$ cat config.mk
export PLATFORM = sky130hd
export DESIGN_NAME = size_class_block_pool_allocator
export DESIGN_NICKNAME = d
export VERILOG_FILES = /design/src/design/scbpa_pkg.sv /design/src/design/size_class_block_pool_allocator.sv
export SDC_FILE = /design/constraint.sdc
export NUM_CORES = 1
export LEC_CHECK = 0
export ABC_AREA = 1
export ABC_CLOCK_PERIOD_IN_PS = 10280
export CAP_MARGIN = 20
export CORE_MARGIN = 4
export CORE_UTILIZATION = 45
export DETAILED_ROUTE_END_ITERATION = 8
export DONT_BUFFER_PORTS = 1
export SLEW_MARGIN = 10
export SYNTH_ARGS = -nofsm -noshare
export SYNTH_HDL_FRONTEND = slang
export SYNTH_SLANG_ARGS = --single-unit
export TNS_END_PERCENT = 20
$ cat constraint.sdc
create_clock -name clock -period 10.28 [get_ports clock]
set_input_delay 0.514 -clock clock [delete_from_list [all_inputs] [get_ports clock]]
set_output_delay 0.514 -clock clock [all_outputs]
set_load 0.01 [all_outputs]
$ cat src/design/scbpa_pkg.sv
// scbpa_pkg: shared constants, codes and helpers for the size-class block pool allocator
// used by size_class_block_pool_allocator and scbpa_checker; depends on nothing

package scbpa_pkg;

   // fixed field widths
   localparam int ADDR_W      = 24;
   localparam int SIZE_W      = 16;
   localparam int LOG2_W      = 4;
   localparam int COUNT_W     = 4;
   localparam int HDR_W       = 4;
   localparam int CLASS_W     = 2;
   localparam int STATUS_W    = 3;
   localparam int CSR_IDX_W   = 4;
   localparam int CSR_DATA_W  = 24;

   // parameter defaults
   localparam int NUM_CLASSES_DEF = 3;
   localparam int MAX_BLOCKS_DEF  = 8;

   // classes that own registers; any further class is empty
   localparam int CFG_CLASSES = 3;

   // block size log2 is clamped to this range
   localparam int LOG2_MIN = 3;
   localparam int LOG2_MAX = 12;

   // register reset values
   localparam logic [HDR_W-1:0]  RST_HEADER = HDR_W'(8);
   localparam logic [ADDR_W-1:0] RST_BASE   = '0;

   localparam logic KIND_ALLOC = 1'b0;
   localparam logic KIND_FREE  = 1'b1;

   typedef enum logic [STATUS_W-1:0] {
      STATUS_OK          = 3'd0,
      STATUS_EMPTY       = 3'd1,
      STATUS_TOO_LARGE   = 3'd2,
      STATUS_BAD_FREE    = 3'd3,
      STATUS_DOUBLE_FREE = 3'd4
   } status_type;

   typedef enum logic [CSR_IDX_W-1:0] {
      CSR_CLASS0_LOG2  = 4'd0,
      CSR_CLASS1_LOG2  = 4'd1,
      CSR_CLASS2_LOG2  = 4'd2,
      CSR_CLASS0_COUNT = 4'd3,
      CSR_CLASS1_COUNT = 4'd4,
      CSR_CLASS2_COUNT = 4'd5,
      CSR_HEADER       = 4'd6,
      CSR_BASE         = 4'd7
   } csr_index_type;

   function automatic logic [LOG2_W-1:0] rst_log2(input int c);
      logic [LOG2_W-1:0] r;
      unique case (c)
         0:       r = LOG2_W'(4);
         1:       r = LOG2_W'(5);
         default: r = LOG2_W'(6);
      endcase
      return r;
   endfunction

   function automatic logic [COUNT_W-1:0] rst_count(input int c);
      logic [COUNT_W-1:0] r;
      unique case (c)
         0:       r = COUNT_W'(8);
         1:       r = COUNT_W'(8);
         default: r = COUNT_W'(4);
      endcase
      return r;
   endfunction

   function automatic logic [LOG2_W-1:0] clamp_log2(input logic [LOG2_W-1:0] v);
      logic [LOG2_W-1:0] r;
      r = v;
      if (v < LOG2_W'(LOG2_MIN)) begin
         r = LOG2_W'(LOG2_MIN);
      end else if (v > LOG2_W'(LOG2_MAX)) begin
         r = LOG2_W'(LOG2_MAX);
      end
      return r;
   endfunction

endpackage

$ cat src/design/size_class_block_pool_allocator.sv
// size_class_block_pool_allocator: segregated free-list allocator over pools of fixed blocks
// depends on scbpa_pkg
//
// usage
//   request channel: a word is taken on a rising edge with start high and busy low.
//     req_kind selects allocate or free; req_size is used by allocate and
//     req_free_address by free
//   response channel: every request gives exactly one word, shown for one cycle
//     with rsp_valid high; the receiver cannot stall, so nothing is held back
//   path: a taken request goes through the input register, then the result
//     register, whose output is the response word
//   throughput: one request per cycle while busy is low; the pop or push of the chosen class
//     stack lands at the same edge as the result, so a following request sees it
//   config: csr_ready is always high; a write to a known register index refills
//     every free stack in the next cycle, busy is high for that one cycle
//   reset: registers go to their reset values and one refill cycle follows,
//     during which busy is high and no request is taken
//   block limit: one request per cycle is set by the single pass through class
//     match, stack top read and address add between the two registers

module size_class_block_pool_allocator #(
   parameter int NUM_CLASSES = scbpa_pkg::NUM_CLASSES_DEF,
   parameter int MAX_BLOCKS  = scbpa_pkg::MAX_BLOCKS_DEF
) (
   input  logic                               clock,
   input  logic                               reset,
   // request channel
   input  logic                               start,
   output logic                               busy,
   input  logic                               req_kind,
   input  logic [scbpa_pkg::SIZE_W-1:0]       req_size,
   input  logic [scbpa_pkg::ADDR_W-1:0]       req_free_address,
   // response channel
   output logic                               rsp_valid,
   output logic [scbpa_pkg::ADDR_W-1:0]       rsp_payload_address,
   output logic [scbpa_pkg::CLASS_W-1:0]      rsp_class_used,
   output logic [scbpa_pkg::STATUS_W-1:0]     rsp_status,
   // register write channel
   input  logic                               csr_valid,
   output logic                               csr_ready,
   input  logic [scbpa_pkg::CSR_IDX_W-1:0]    csr_index,
   input  logic [scbpa_pkg::CSR_DATA_W-1:0]   csr_wdata
);

   localparam int TOP_W  = $clog2(MAX_BLOCKS + 1);
   localparam int IDX_W  = (MAX_BLOCKS > 1) ? $clog2(MAX_BLOCKS) : 1;
   // total pool span: classes * blocks * largest block
   localparam int SPAN_W = TOP_W + scbpa_pkg::LOG2_MAX + $clog2(NUM_CLASSES + 1);
   localparam int LO_W   = SPAN_W + 1;
   localparam int CMP_W  = (LO_W > scbpa_pkg::ADDR_W) ? LO_W : scbpa_pkg::ADDR_W;
   localparam int FIT_W  = scbpa_pkg::SIZE_W + 1;
   localparam int MASK_W = scbpa_pkg::LOG2_MAX;

   // configuration registers
   logic [scbpa_pkg::LOG2_W-1:0]  log2_cfg_ff  [scbpa_pkg::CFG_CLASSES];
   logic [scbpa_pkg::COUNT_W-1:0] count_cfg_ff [scbpa_pkg::CFG_CLASSES];
   logic [scbpa_pkg::HDR_W-1:0]   hdr_ff;
   logic [scbpa_pkg::ADDR_W-1:0]  base_ff;
   logic                          refill_ff;
   logic                          refill_in;
   logic                          csr_write;

   // per-class layout, loaded on refill
   logic [scbpa_pkg::LOG2_W-1:0]  lg_ff       [NUM_CLASSES];
   logic [TOP_W-1:0]              n_ff        [NUM_CLASSES];
   logic [SPAN_W-1:0]             span_ff     [NUM_CLASSES];
   logic [LO_W-1:0]               lo_ff       [NUM_CLASSES];
   logic [scbpa_pkg::ADDR_W-1:0]  pay_base_ff [NUM_CLASSES];

   logic [scbpa_pkg::LOG2_W-1:0]  lg_eff      [NUM_CLASSES];
   logic [TOP_W-1:0]              n_eff       [NUM_CLASSES];
   logic [SPAN_W-1:0]             span_in     [NUM_CLASSES];
   logic [LO_W-1:0]               lo_in       [NUM_CLASSES];
   logic [scbpa_pkg::ADDR_W-1:0]  pay_base_in [NUM_CLASSES];

   // free stacks
   logic [IDX_W-1:0]              stack_ff [NUM_CLASSES][MAX_BLOCKS];
   logic [TOP_W-1:0]              top_ff   [NUM_CLASSES];

   // input register
   logic                          in_valid_ff;
   logic                          kind_ff;
   logic [scbpa_pkg::SIZE_W-1:0]  size_ff;
   logic [scbpa_pkg::ADDR_W-1:0]  faddr_ff;

   // result register
   logic                          rsp_valid_ff;
   logic [scbpa_pkg::ADDR_W-1:0]  pay_out_ff;
   logic [scbpa_pkg::CLASS_W-1:0] cls_out_ff;
   scbpa_pkg::status_type         status_out_ff;
   logic [scbpa_pkg::ADDR_W-1:0]  pay_out_in;
   logic [scbpa_pkg::CLASS_W-1:0] cls_out_in;
   scbpa_pkg::status_type         status_out_in;

   // per-class match terms
   logic [NUM_CLASSES-1:0]        fit_w;
   logic [NUM_CLASSES-1:0]        hit_w;
   logic [NUM_CLASSES-1:0]        full_w;
   logic [NUM_CLASSES-1:0]        empty_w;
   logic [NUM_CLASSES-1:0]        pop_sel;
   logic [NUM_CLASSES-1:0]        push_sel;
   logic [scbpa_pkg::ADDR_W-1:0]  pay_w  [NUM_CLASSES];
   logic [IDX_W-1:0]              fidx_w [NUM_CLASSES];
   logic [scbpa_pkg::ADDR_W-1:0]  offset;
   logic                          found;

   assign busy      = refill_ff;
   assign csr_ready = 1'b1;
   assign csr_write = csr_valid && csr_ready;

   // any write to a known register starts a refill
   assign refill_in = csr_write && (csr_index <= scbpa_pkg::CSR_BASE);

   always_ff @(posedge clock) begin
      if (reset) begin
         for (int c = 0; c < scbpa_pkg::CFG_CLASSES; c++) begin
            log2_cfg_ff[c]  <= scbpa_pkg::rst_log2(c);
            count_cfg_ff[c] <= scbpa_pkg::rst_count(c);
         end
         hdr_ff    <= scbpa_pkg::RST_HEADER;
         base_ff   <= scbpa_pkg::RST_BASE;
         refill_ff <= 1'b1;
      end else begin
         refill_ff <= refill_in;
         if (csr_write) begin
            unique case (csr_index)
               scbpa_pkg::CSR_CLASS0_LOG2:  log2_cfg_ff[0]  <= csr_wdata[scbpa_pkg::LOG2_W-1:0];
               scbpa_pkg::CSR_CLASS1_LOG2:  log2_cfg_ff[1]  <= csr_wdata[scbpa_pkg::LOG2_W-1:0];
               scbpa_pkg::CSR_CLASS2_LOG2:  log2_cfg_ff[2]  <= csr_wdata[scbpa_pkg::LOG2_W-1:0];
               scbpa_pkg::CSR_CLASS0_COUNT: count_cfg_ff[0] <= csr_wdata[scbpa_pkg::COUNT_W-1:0];
               scbpa_pkg::CSR_CLASS1_COUNT: count_cfg_ff[1] <= csr_wdata[scbpa_pkg::COUNT_W-1:0];
               scbpa_pkg::CSR_CLASS2_COUNT: count_cfg_ff[2] <= csr_wdata[scbpa_pkg::COUNT_W-1:0];
               scbpa_pkg::CSR_HEADER:       hdr_ff          <= csr_wdata[scbpa_pkg::HDR_W-1:0];
               scbpa_pkg::CSR_BASE:         base_ff         <= csr_wdata[scbpa_pkg::ADDR_W-1:0];
               default: ; // unknown index: ignored, no refill
            endcase
         end
      end
   end

   // effective size and count per class; classes past the registered ones are empty
   for (genvar g = 0; g < NUM_CLASSES; g++) begin : g_eff
      if (g < scbpa_pkg::CFG_CLASSES) begin : g_cfg
         assign lg_eff[g] = scbpa_pkg::clamp_log2(log2_cfg_ff[g]);
         assign n_eff[g]  = (int'(count_cfg_ff[g]) > MAX_BLOCKS) ? TOP_W'(MAX_BLOCKS)
                                                                 : TOP_W'(count_cfg_ff[g]);
      end else begin : g_none
         assign lg_eff[g] = scbpa_pkg::LOG2_W'(scbpa_pkg::LOG2_MIN);
         assign n_eff[g]  = '0;
      end
   end

   // pool layout: running start of each class, short chain over the classes
   always_comb begin
      logic [SPAN_W-1:0] acc;
      acc = '0;
      for (int c = 0; c < NUM_CLASSES; c++) begin
         span_in[c]     = SPAN_W'(n_eff[c]) << lg_eff[c];
         lo_in[c]       = LO_W'(acc) + LO_W'(hdr_ff);
         pay_base_in[c] = base_ff + scbpa_pkg::ADDR_W'(lo_in[c]);
         acc            = acc + span_in[c];
      end
   end

   // request input register
   always_ff @(posedge clock) begin
      if (reset) begin
         in_valid_ff <= 1'b0;
      end else begin
         in_valid_ff <= start && !busy;
      end
   end

   always_ff @(posedge clock) begin
      if (start && !busy) begin
         kind_ff  <= req_kind;
         size_ff  <= req_size;
         faddr_ff <= req_free_address;
      end
   end

   assign offset = faddr_ff - base_ff;

   // per-class terms, all classes side by side
   for (genvar g = 0; g < NUM_CLASSES; g++) begin : g_cls
      logic [TOP_W-1:0]  pop_t;
      logic [IDX_W-1:0]  pop_idx;
      logic [CMP_W-1:0]  rel;
      logic [MASK_W-1:0] mask;
      logic              ge;
      logic              inr;
      logic              aligned;

      assign fit_w[g] = ({1'b0, size_ff} + FIT_W'(hdr_ff)) <= (FIT_W'(1) << lg_ff[g]);
      assign empty_w[g] = (top_ff[g] == '0);
      assign full_w[g]  = (top_ff[g] >= n_ff[g]);

      // pop side
      assign pop_t    = top_ff[g] - TOP_W'(1);
      assign pop_idx  = stack_ff[g][pop_t[IDX_W-1:0]];
      assign pay_w[g] = pay_base_ff[g] + (scbpa_pkg::ADDR_W'(pop_idx) << lg_ff[g]);

      // free decode
      assign ge        = CMP_W'(offset) >= CMP_W'(lo_ff[g]);
      assign rel       = CMP_W'(offset) - CMP_W'(lo_ff[g]);
      assign inr       = rel < CMP_W'(span_ff[g]);
      assign mask      = (MASK_W'(1) << lg_ff[g]) - MASK_W'(1);
      assign aligned   = (rel[MASK_W-1:0] & mask) == '0;
      assign hit_w[g]  = ge && inr && aligned;
      assign fidx_w[g] = IDX_W'(rel >> lg_ff[g]);
   end

   // first matching class wins
   always_comb begin
      found         = 1'b0;
      pop_sel       = '0;
      push_sel      = '0;
      pay_out_in    = '0;
      cls_out_in    = '0;
      status_out_in = (kind_ff == scbpa_pkg::KIND_ALLOC) ? scbpa_pkg::STATUS_TOO_LARGE
                                                         : scbpa_pkg::STATUS_BAD_FREE;
      for (int c = 0; c < NUM_CLASSES; c++) begin
         if (!found && ((kind_ff == scbpa_pkg::KIND_ALLOC) ? fit_w[c] : hit_w[c])) begin
            found      = 1'b1;
            cls_out_in = scbpa_pkg::CLASS_W'(c);
            if (kind_ff == scbpa_pkg::KIND_ALLOC) begin
               if (empty_w[c]) begin
                  status_out_in = scbpa_pkg::STATUS_EMPTY;
               end else begin
                  status_out_in = scbpa_pkg::STATUS_OK;
                  pay_out_in    = pay_w[c];
                  pop_sel[c]    = 1'b1;
               end
            end else begin
               if (full_w[c]) begin
                  // stack already full: report instead of overrunning it
                  status_out_in = scbpa_pkg::STATUS_DOUBLE_FREE;
               end else begin
                  status_out_in = scbpa_pkg::STATUS_OK;
                  push_sel[c]   = 1'b1;
               end
            end
         end
      end
   end

   // stacks and layout: refill has priority, else one pop or push
   always_ff @(posedge clock) begin
      if (refill_ff) begin
         for (int c = 0; c < NUM_CLASSES; c++) begin
            lg_ff[c]       <= lg_eff[c];
            n_ff[c]        <= n_eff[c];
            span_ff[c]     <= span_in[c];
            lo_ff[c]       <= lo_in[c];
            pay_base_ff[c] <= pay_base_in[c];
            top_ff[c]      <= n_eff[c];
            for (int k = 0; k < MAX_BLOCKS; k++) begin
               // index zero ends on top
               stack_ff[c][k] <= (k < int'(n_eff[c])) ? IDX_W'(int'(n_eff[c]) - 1 - k)
                                                      : '0;
            end
         end
      end else if (in_valid_ff) begin
         for (int c = 0; c < NUM_CLASSES; c++) begin
            if (pop_sel[c]) begin
               top_ff[c] <= top_ff[c] - TOP_W'(1);
            end else if (push_sel[c]) begin
               stack_ff[c][top_ff[c][IDX_W-1:0]] <= fidx_w[c];
               top_ff[c] <= top_ff[c] + TOP_W'(1);
            end
         end
      end
   end

   // result register
   always_ff @(posedge clock) begin
      if (reset) begin
         rsp_valid_ff <= 1'b0;
      end else begin
         rsp_valid_ff <= in_valid_ff;
      end
   end

   always_ff @(posedge clock) begin
      if (in_valid_ff) begin
         pay_out_ff    <= pay_out_in;
         cls_out_ff    <= cls_out_in;
         status_out_ff <= status_out_in;
      end
   end

   assign rsp_valid           = rsp_valid_ff;
   assign rsp_payload_address = pay_out_ff;
   assign rsp_class_used      = cls_out_ff;
   assign rsp_status          = status_out_ff;

endmodule

==> summary.txt, run 1 <==
STA
  – Unrepaired setup endpoints after global routing: no
  – Peak Freq: between 100 and 150 MHz
  – Max Clock Skew: approximately 0.039 ns
  – Relative slew slack: 0.231
  – Worst slew pin tran: 1.15 ns
  – Fin crit share: 0.782
  – Setup TNS: 0 ns
  – Final number of hold-violating endpoints: 0
  – Final setup fails: 0
  – Fin crit period: between 8 and 9 ns
  – Max Transition Viols Final: 0

Placed design
  – Post-DP HPWL: 95100 microns
  – Placed cell area: between 0.03 and 0.04 sq mm
  – GPL Wtd Cong: a little over 1
  – Port Buffer Count: 0

GRT
  – Antenna violations before repair: 5
  – GRT Util Overall: 0.293
  – Largest net degree at the start of global routing: ~160
  – Gr ovfl total: 0
  – Vias in the first global route: 27500
  – First-pass GRT wire length: roughly 170000 microns

Final layout
  – Register area: between 0.01 and 0.015 sq mm
  – Layout Nets: about 4700
  – Post-layout util: 0.500
  – Post-layout instance area: about 0.036 sq mm
  – N_diodes: 0
  – Layout cells sized above 1: 0.0453
  – # fillers: between 7000 and 8000
  – Area occupied by multi-input gates: 0.0184 sq mm
  – Area Growth Syn to Fin: 9.85%

Route
  – Initial detailed-routing violation count: about 3200
  – Vias per cell: 5.63
  – Drt first pass iters: 8
  – Routed Antenna Nets: 0
  – Routed vias: between 20000 and 30000
  – Routed len/inst: 22.1 microns
  – Drt total wl: 116000 microns
  – Detailed-route DRC error count: 0

Clock network
  – Worst skew pair latency: 0.62 ns
  – Clock transition at path regs: 0.06 ns
  – CTS H-tree lvls: 2
  – Clk sinks: ~400
  – CTS Buf Count: 49
  – Root buffer cell: clkbuf_16
  – Clk buf depth: 3
  – CTS tree: done
  – Cts repair resizes: 0

Setup path
  – WP buf/inv: 3
  – Reg2Reg Setup Slack: 2.25 ns
  – Most used cell along the critical path: o21ai_0
  – CP Data Required Time: roughly 11 ns
  – Worst r2r dst: pay_base_ff[0][69]
  – Reg2reg path depth: 31
  – Crit path max fanout: 17
  – Critical Path Max Stage Delay: roughly 0.76 ns
  – Top delay family on crit path: compound AO/OA/AOI/OAI gates
  – Crit end category: flop
  – Reg-to-Reg Start: log2_cfg_ff[0][2]
  – CP startpoint kind: flop
  – Setup CP Type: flop to flop
  – CP arrival: 8.39 ns
  – Slowest cell on crit path: o21ai_1
  – Setup crit start: log2_cfg_ff[0][2]

Yosys
  – EDFF count, synth: between 300 and 400
  – Mapped cell area: 0.0326 sq mm
  – Synth Register Bits: ~400
  – Async SR Flop Fraction: 0
  – Syn Area/Cell: a little under 8 sq um
  – YS warnings: 0
  – Ys flop type: edfxtp_1
  – Post-synth cell types: 66
  – Synthesized instance count: between 4000 and 5000
  – Register area share after synthesis: 0.360

Min path
  – Hold endpoint: faddr_ff[3]
  – Hold depth: 0
  – Hold_sp: req_free_address[3]
  – Worst hold path class: primary input to flop

Floorplan
  – Total die area: 0.0769 sq mm
  – Row count: 98
  – # IOs: ~110
  – Core area: a little over 0.07 sq mm
  – Initial Util: 0.455
  – Die width: 277 microns
  – Chip Height: 277 microns

Power and ir drop
  – Pwr per Cell Area: around 170 mW/mm^2
  – Peak supply drop: approximately 130 uV
  – Leakage: roughly 0.017 uW

Job
  – Max_cap viols: 0

Status
  – Status: completed
[registers in the layout (all words and copies together) (netlist names), 16 cells and up]
register,flops
rsp_payload_address,24
stack_ff,72
size_ff,16
span_ff,54
faddr_ff,24
pay_base_ff,72
lo_ff,42
base_ff,24
[worst max-delay path by stage]
stage / depth (start not counted) / to
6_report: 31 / pay_base_ff[0][69]
5_1_grt: 32 / pay_base_ff[0][69]
4_1_cts: 31 / pay_base_ff[0][69]
3_5_place_dp: 31 / pay_base_ff[0][69]
3_3_place_gp: 31 / pay_base_ff[0][69]
2_1_floorplan: 1 / faddr_ff[0]
[metal layers]
layer	vias to the layer above	part of all wire	GRT usage
met3	261	0.085	0.0536
met2	1241	0.44	0.469
met5	-	0.000060	0
met4	2	0.049	0.121
li1	14400	-	-
met1	13800	0.42	0.392
[area by class of cell]
| type | count | area share |
|---|---|---|
| well taps | 950 | 0.0332 |
| flip-flops and latches | 401 | 0.327 |
| clock inverters | 30 | 0.00873 |
| multi-input cells | 3158 | 0.513 |
| repair buffers | 62 | 0.0172 |
| inverters | 617 | 0.0646 |
| clock buffers | 59 | 0.0361 |
[logic make-up (layout without fill, tap and decap cells)]
family / count (synthesis) / count (layout) / share of synthesized area
compound gates: 802 / 802 / 0.139
xor+xnor: 194 / 194 / 0.0521
fa+ha+maj: 331 / 331 / 0.130
buf+inv: 693 / 768 / 0.0813
flops: 401 / 401 / 0.360
mux: 19 / 19 / 0.00583
other cells: 2 / 36 / 0.000230
simple gates: 1776 / 1776 / 0.232
[cells in the mapped netlist, drive strengths merged (18+ instances only)]
| library cell | count | area, sq um |
|---|---|---|
| nand3 | 219 | 1170 |
| nand2 | 926 | 3560 |
| edfxtp | 370 | 11100 |
| inv | 610 | 2290 |
| o221ai | 31 | 272 |
| buf | 18 | 118 |
| nor2 | 483 | 1920 |
| a21oi | 296 | 1500 |
| o22ai | 24 | 150 |
| ha | 317 | 3970 |
| o211ai | 21 | 158 |
| dfxtp | 31 | 621 |
| xnor2 | 61 | 534 |
| o21ai | 319 | 1600 |
| clkbuf | 58 | 218 |
| nor3 | 43 | 225 |
| nand4 | 57 | 375 |
| a31oi | 20 | 125 |
| xor2 | 133 | 1160 |
| mux2i | 19 | 190 |
[where the power goes]
part / total, uW / leakage (uW) / internal, uW / switching, uW
clock network: 1780 / 0.000763 / 1030 / 751
logic: 2180 / 0.0118 / 660 / 1520
registers: 2100 / 0.00395 / 1980 / 118
total: 6060 / 0.0165 / 3660 / 2390
[cell usage in the layout (no fill, tap or decap), drive strengths merged, types with 10 or more instances in the layout]
cell         Yosys  routed
a21o            10      10
fa              14      14
xnor2           61      61
o211ai          21      21
nand3          219     219
clkinv           7      23
nor3            43      43
a31oi           20      20
buf             18      23
o21ai          319     319
a211oi          12      12
o21bai          16      16
nand4           57      57
dlygate4sd3      0      39
dfxtp           31      31
or2             12      12
nand2          926     926
nor2           483     483
nor4            11      11
ha             317     317
xor2           133     133
o221ai          31      31
mux2i           19      19
clkbuf          58      59
conb             2      36
nand3b          17      17
a21oi          296     296
o22ai           24      24
edfxtp         370     370
inv            610     613
[stage by stage]
step	instances	hold slack, ns	total power [uW]	setup WS (ns)
3_5_place_dp	5147	0.591	4220	2.47
5_1_grt	5277	0.00147	6360	1.79
3_3_place_gp	5147	0.588	4220	2.51
6_report	5277	0.0193	6060	2.25
4_1_cts	5275	0.00172	6010	2.45
2_1_floorplan	4252	0.507	3470	1.82
[repair_timing]
action,in CTS,in global routing
endpoints found under the hold margin,40,0
buffers inserted,0,0
hold buffers,39,0
(Power assumes the default switching activity.)
==> inputs of run 2 (changes only) <==
Settings changed: ABC_CLOCK_PERIOD_IN_PS 10280 to 6960.
Clock period 10.28 ns to 6.96 ns, I/O delays scaled along.
==> run 2 against run 1 <==
Clock skew shrank 0.015 ns. Via count increased by 0.71%. Global-route usage rose by 0.65 points. Sequential power increased by 48%. Highest routed layer is now met4.
==> summary.txt, run 2 (same netlist as run 1, synthesis figures left out) <==
GRT
  – First-pass GRT wire length: 174000 microns (+1.8%)
  – Antenna violations before repair: 5 (unchanged)
  – Largest net degree at the start of global routing: 80 (-51%)
  – Vias in the first global route: 28000 (+1.6%)
  – GRT Util Overall: 0.299 (+0.00651)
  – Gr ovfl total: 0 (unchanged)

Clock network
  – Root buffer cell: clkbuf_16
  – Total setup buffers inserted after CTS: 0 (unchanged)
  – CTS Buf Count: 48 (-2.0%)
  – Worst skew pair latency: 0.61 ns (about the same)
  – Clock transition at path regs: 0.07 ns (about the same)
  – Clk buf depth: 3 (unchanged)
  – CTS H-tree lvls: 2 (unchanged)
  – CTS tree: done
  – Clk sinks: 401 (unchanged)

Status
  – Status: completed

Final layout
  – Register area: 0.0117 sq mm (about the same)
  – Largest regs: pay_base_ff (72), stack_ff (72), span_ff (54)
  – Area Growth Syn to Fin: 12.6%
  – Post-layout instance area: 0.0367 sq mm (+2.5%)
  – Layout Nets: 4782 (+1.9%)
  – # fillers: 7057 (-0.56%)
  – Area occupied by multi-input gates: 0.0185 sq mm (+0.63%)
  – Layout cells sized above 1: 0.0632 (+0.0179)
  – Most common cell after layout, fill and taps aside: nand2_1
  – Most frequent cells in the layout: 896 x nand2_1, 600 x inv_1, 456 x nor2_1

Floorplan
  – # IOs: 105 (unchanged)
  – Row count: 98 (unchanged)
  – Initial Util: 0.455 (unchanged)
  – Die width: 277 microns (unchanged)
  – Core area: 0.0717 sq mm (unchanged)
  – Chip Height: 277 microns (unchanged)
  – Total die area: 0.0769 sq mm (unchanged)

Setup path
  – Slowest cell on crit path: ha_1
  – Reg2reg path depth: 39 (+26%)
  – Setup CP Type: flop to flop
  – Crit end category: flop
  – Crit path max fanout: 10 (-7)
  – CP startpoint kind: flop
  – Most used cell along the critical path: nand2_1
  – CP Data Required Time: 7.43 ns (-3.21 ns)
  – CP arrival: 6.92 ns (-1.47 ns)
  – Critical Path Max Stage Delay: 0.49 ns (-0.27 ns)

Placed design
  – GPL Wtd Cong: 0.999 (-3.2%)
  – Place WS: 0.176 ns (-2.30 ns)
  – Port Buffer Count: 0 (unchanged)
  – Post-DP HPWL: 97700 microns (+2.8%)
  – Placed cell area: 0.0343 sq mm (+1.4%)

STA
  – Final WS setup: 0.508 ns (-1.74 ns)
  – Hold_ws: 0.0127 ns (-0.00665 ns)
  – Max Transition Viols Final: 0 (unchanged)
  – Setup TNS: 0 ns (unchanged)
  – Final setup fails: 0 (unchanged)
  – Relative slew slack: 0.234 (+0.00231)
  – Fin crit period: 6.45 ns (-1.58 ns)
  – Worst slew pin tran: 1.14 ns (-0.00743 ns)
  – Max Clock Skew: 0.0241 ns (-0.0154 ns)
  – Unrepaired setup endpoints after global routing: no
  – Fin crit share: 0.927 (+0.145)
  – Peak Freq: 155 MHz (+25%)
  – Final number of hold-violating endpoints: 0 (unchanged)

Route
  – Drt first pass iters: 7 (-1)
  – Routed len/inst: 22.2 microns (+0.57%)
  – Detailed-route DRC error count: 0 (unchanged)
  – Routed Antenna Nets: 0 (unchanged)
  – Initial detailed-routing violation count: 3413 (+5.4%)
  – Routed vias: 29900 (+0.71%)
  – Drt total wl: 119000 microns (+2.3%)
  – Vias per cell: 5.57 (-0.96%)

Power and ir drop
  – Peak supply drop: 187 uV (+45%)
  – Pwr per Cell Area: 249 mW/mm^2 (+47%)
  – Leakage: 0.0170 uW (+2.8%)

Min path
  – Hold depth: 2 (+2)
  – Worst hold path class: primary input to flop

Job
  – Max_cap viols: 0 (unchanged)
-- run 2: cell count changes in the layout (fill, tap and decap cells not counted), sizes merged --
cell         delta
dlygate4sd3    +26
buf            +64
clkbuf          -7
diode           +1
clkinvlp        -2
bufinv          +4
clkinv          +3
-- run 2: final cells by class --
class | instances | area share
inverter | 617 | 0.0631
antenna | 1 | 0.0000681
timing repair buffer | 152 | 0.0364
clock inverter | 35 | 0.0118
sequential | 401 | 0.320
multi-input combinational | 3158 | 0.504
tap | 950 | 0.0324
clock buffer | 52 | 0.0331
-- run 2: worst max-delay path: cells and delay by family (launching register included) --
| kind | cells | cell delay [ns] |
|---|---|---|
| AOI/OAI and AO/OA | 4 | 0.69 |
| xor gates and xnor gates | 1 | 0.17 |
| adders and majority gates | 3 | 1.14 |
| buffers and inverters | 8 | 0.82 |
| DFF | 1 | 0.46 |
| and+or+nand+nor | 23 | 3.04 |
-- run 2: power breakdown --
| part | total [uW] | internal (uW) | leakage, uW | switching (uW) |
|---|---|---|---|---|
| Sequential | 3100 | 2920 | 0.00396 | 178 |
| Combinational | 3350 | 1060 | 0.0122 | 2280 |
| Clock | 2700 | 1600 | 0.000792 | 1100 |
| Total | 9150 | 5580 | 0.0170 | 3560 |
-- run 2: through the flow --
| step | utilization | instances | power (uW) |
|---|---|---|---|
| floorplan | - | 4252 | 5120 |
| global placement | 0.478 | 5212 | 6330 |
| detailed placement | 0.478 | 5212 | 6330 |
| CTS | 0.510 | 5364 | 9060 |
| global route | 0.512 | 5365 | 9630 |
| finish | 0.512 | 5366 | 9150 |
-- run 2: path summary, 6_finish.rpt --
kind | start | to | slack [ns]
hold / removal | csr_wdata[8] | base_ff[8] | 0.01
hold reg to reg | base_ff[4] | base_ff[4] | 0.60
setup / recovery | base_ff[3] | rsp_payload_address[14] | 0.51
setup reg to reg | base_ff[3] | rsp_payload_address[14] | 0.51
-- run 2: per-layer routing --
layer / global-route usage / wire (microns)
met1: 0.402 / 50500
met2: 0.484 / 53700
met3: 0.0555 / 9950
met4: 0.109 / 4980
met5: 0 / 0
-- run 2: timing repair --
item	4_1_cts	5_1_grt
endpoints found under the hold margin	65	0
hold buffers	65	0
endpoints found under the setup margin	0	193
resized for setup	0	27
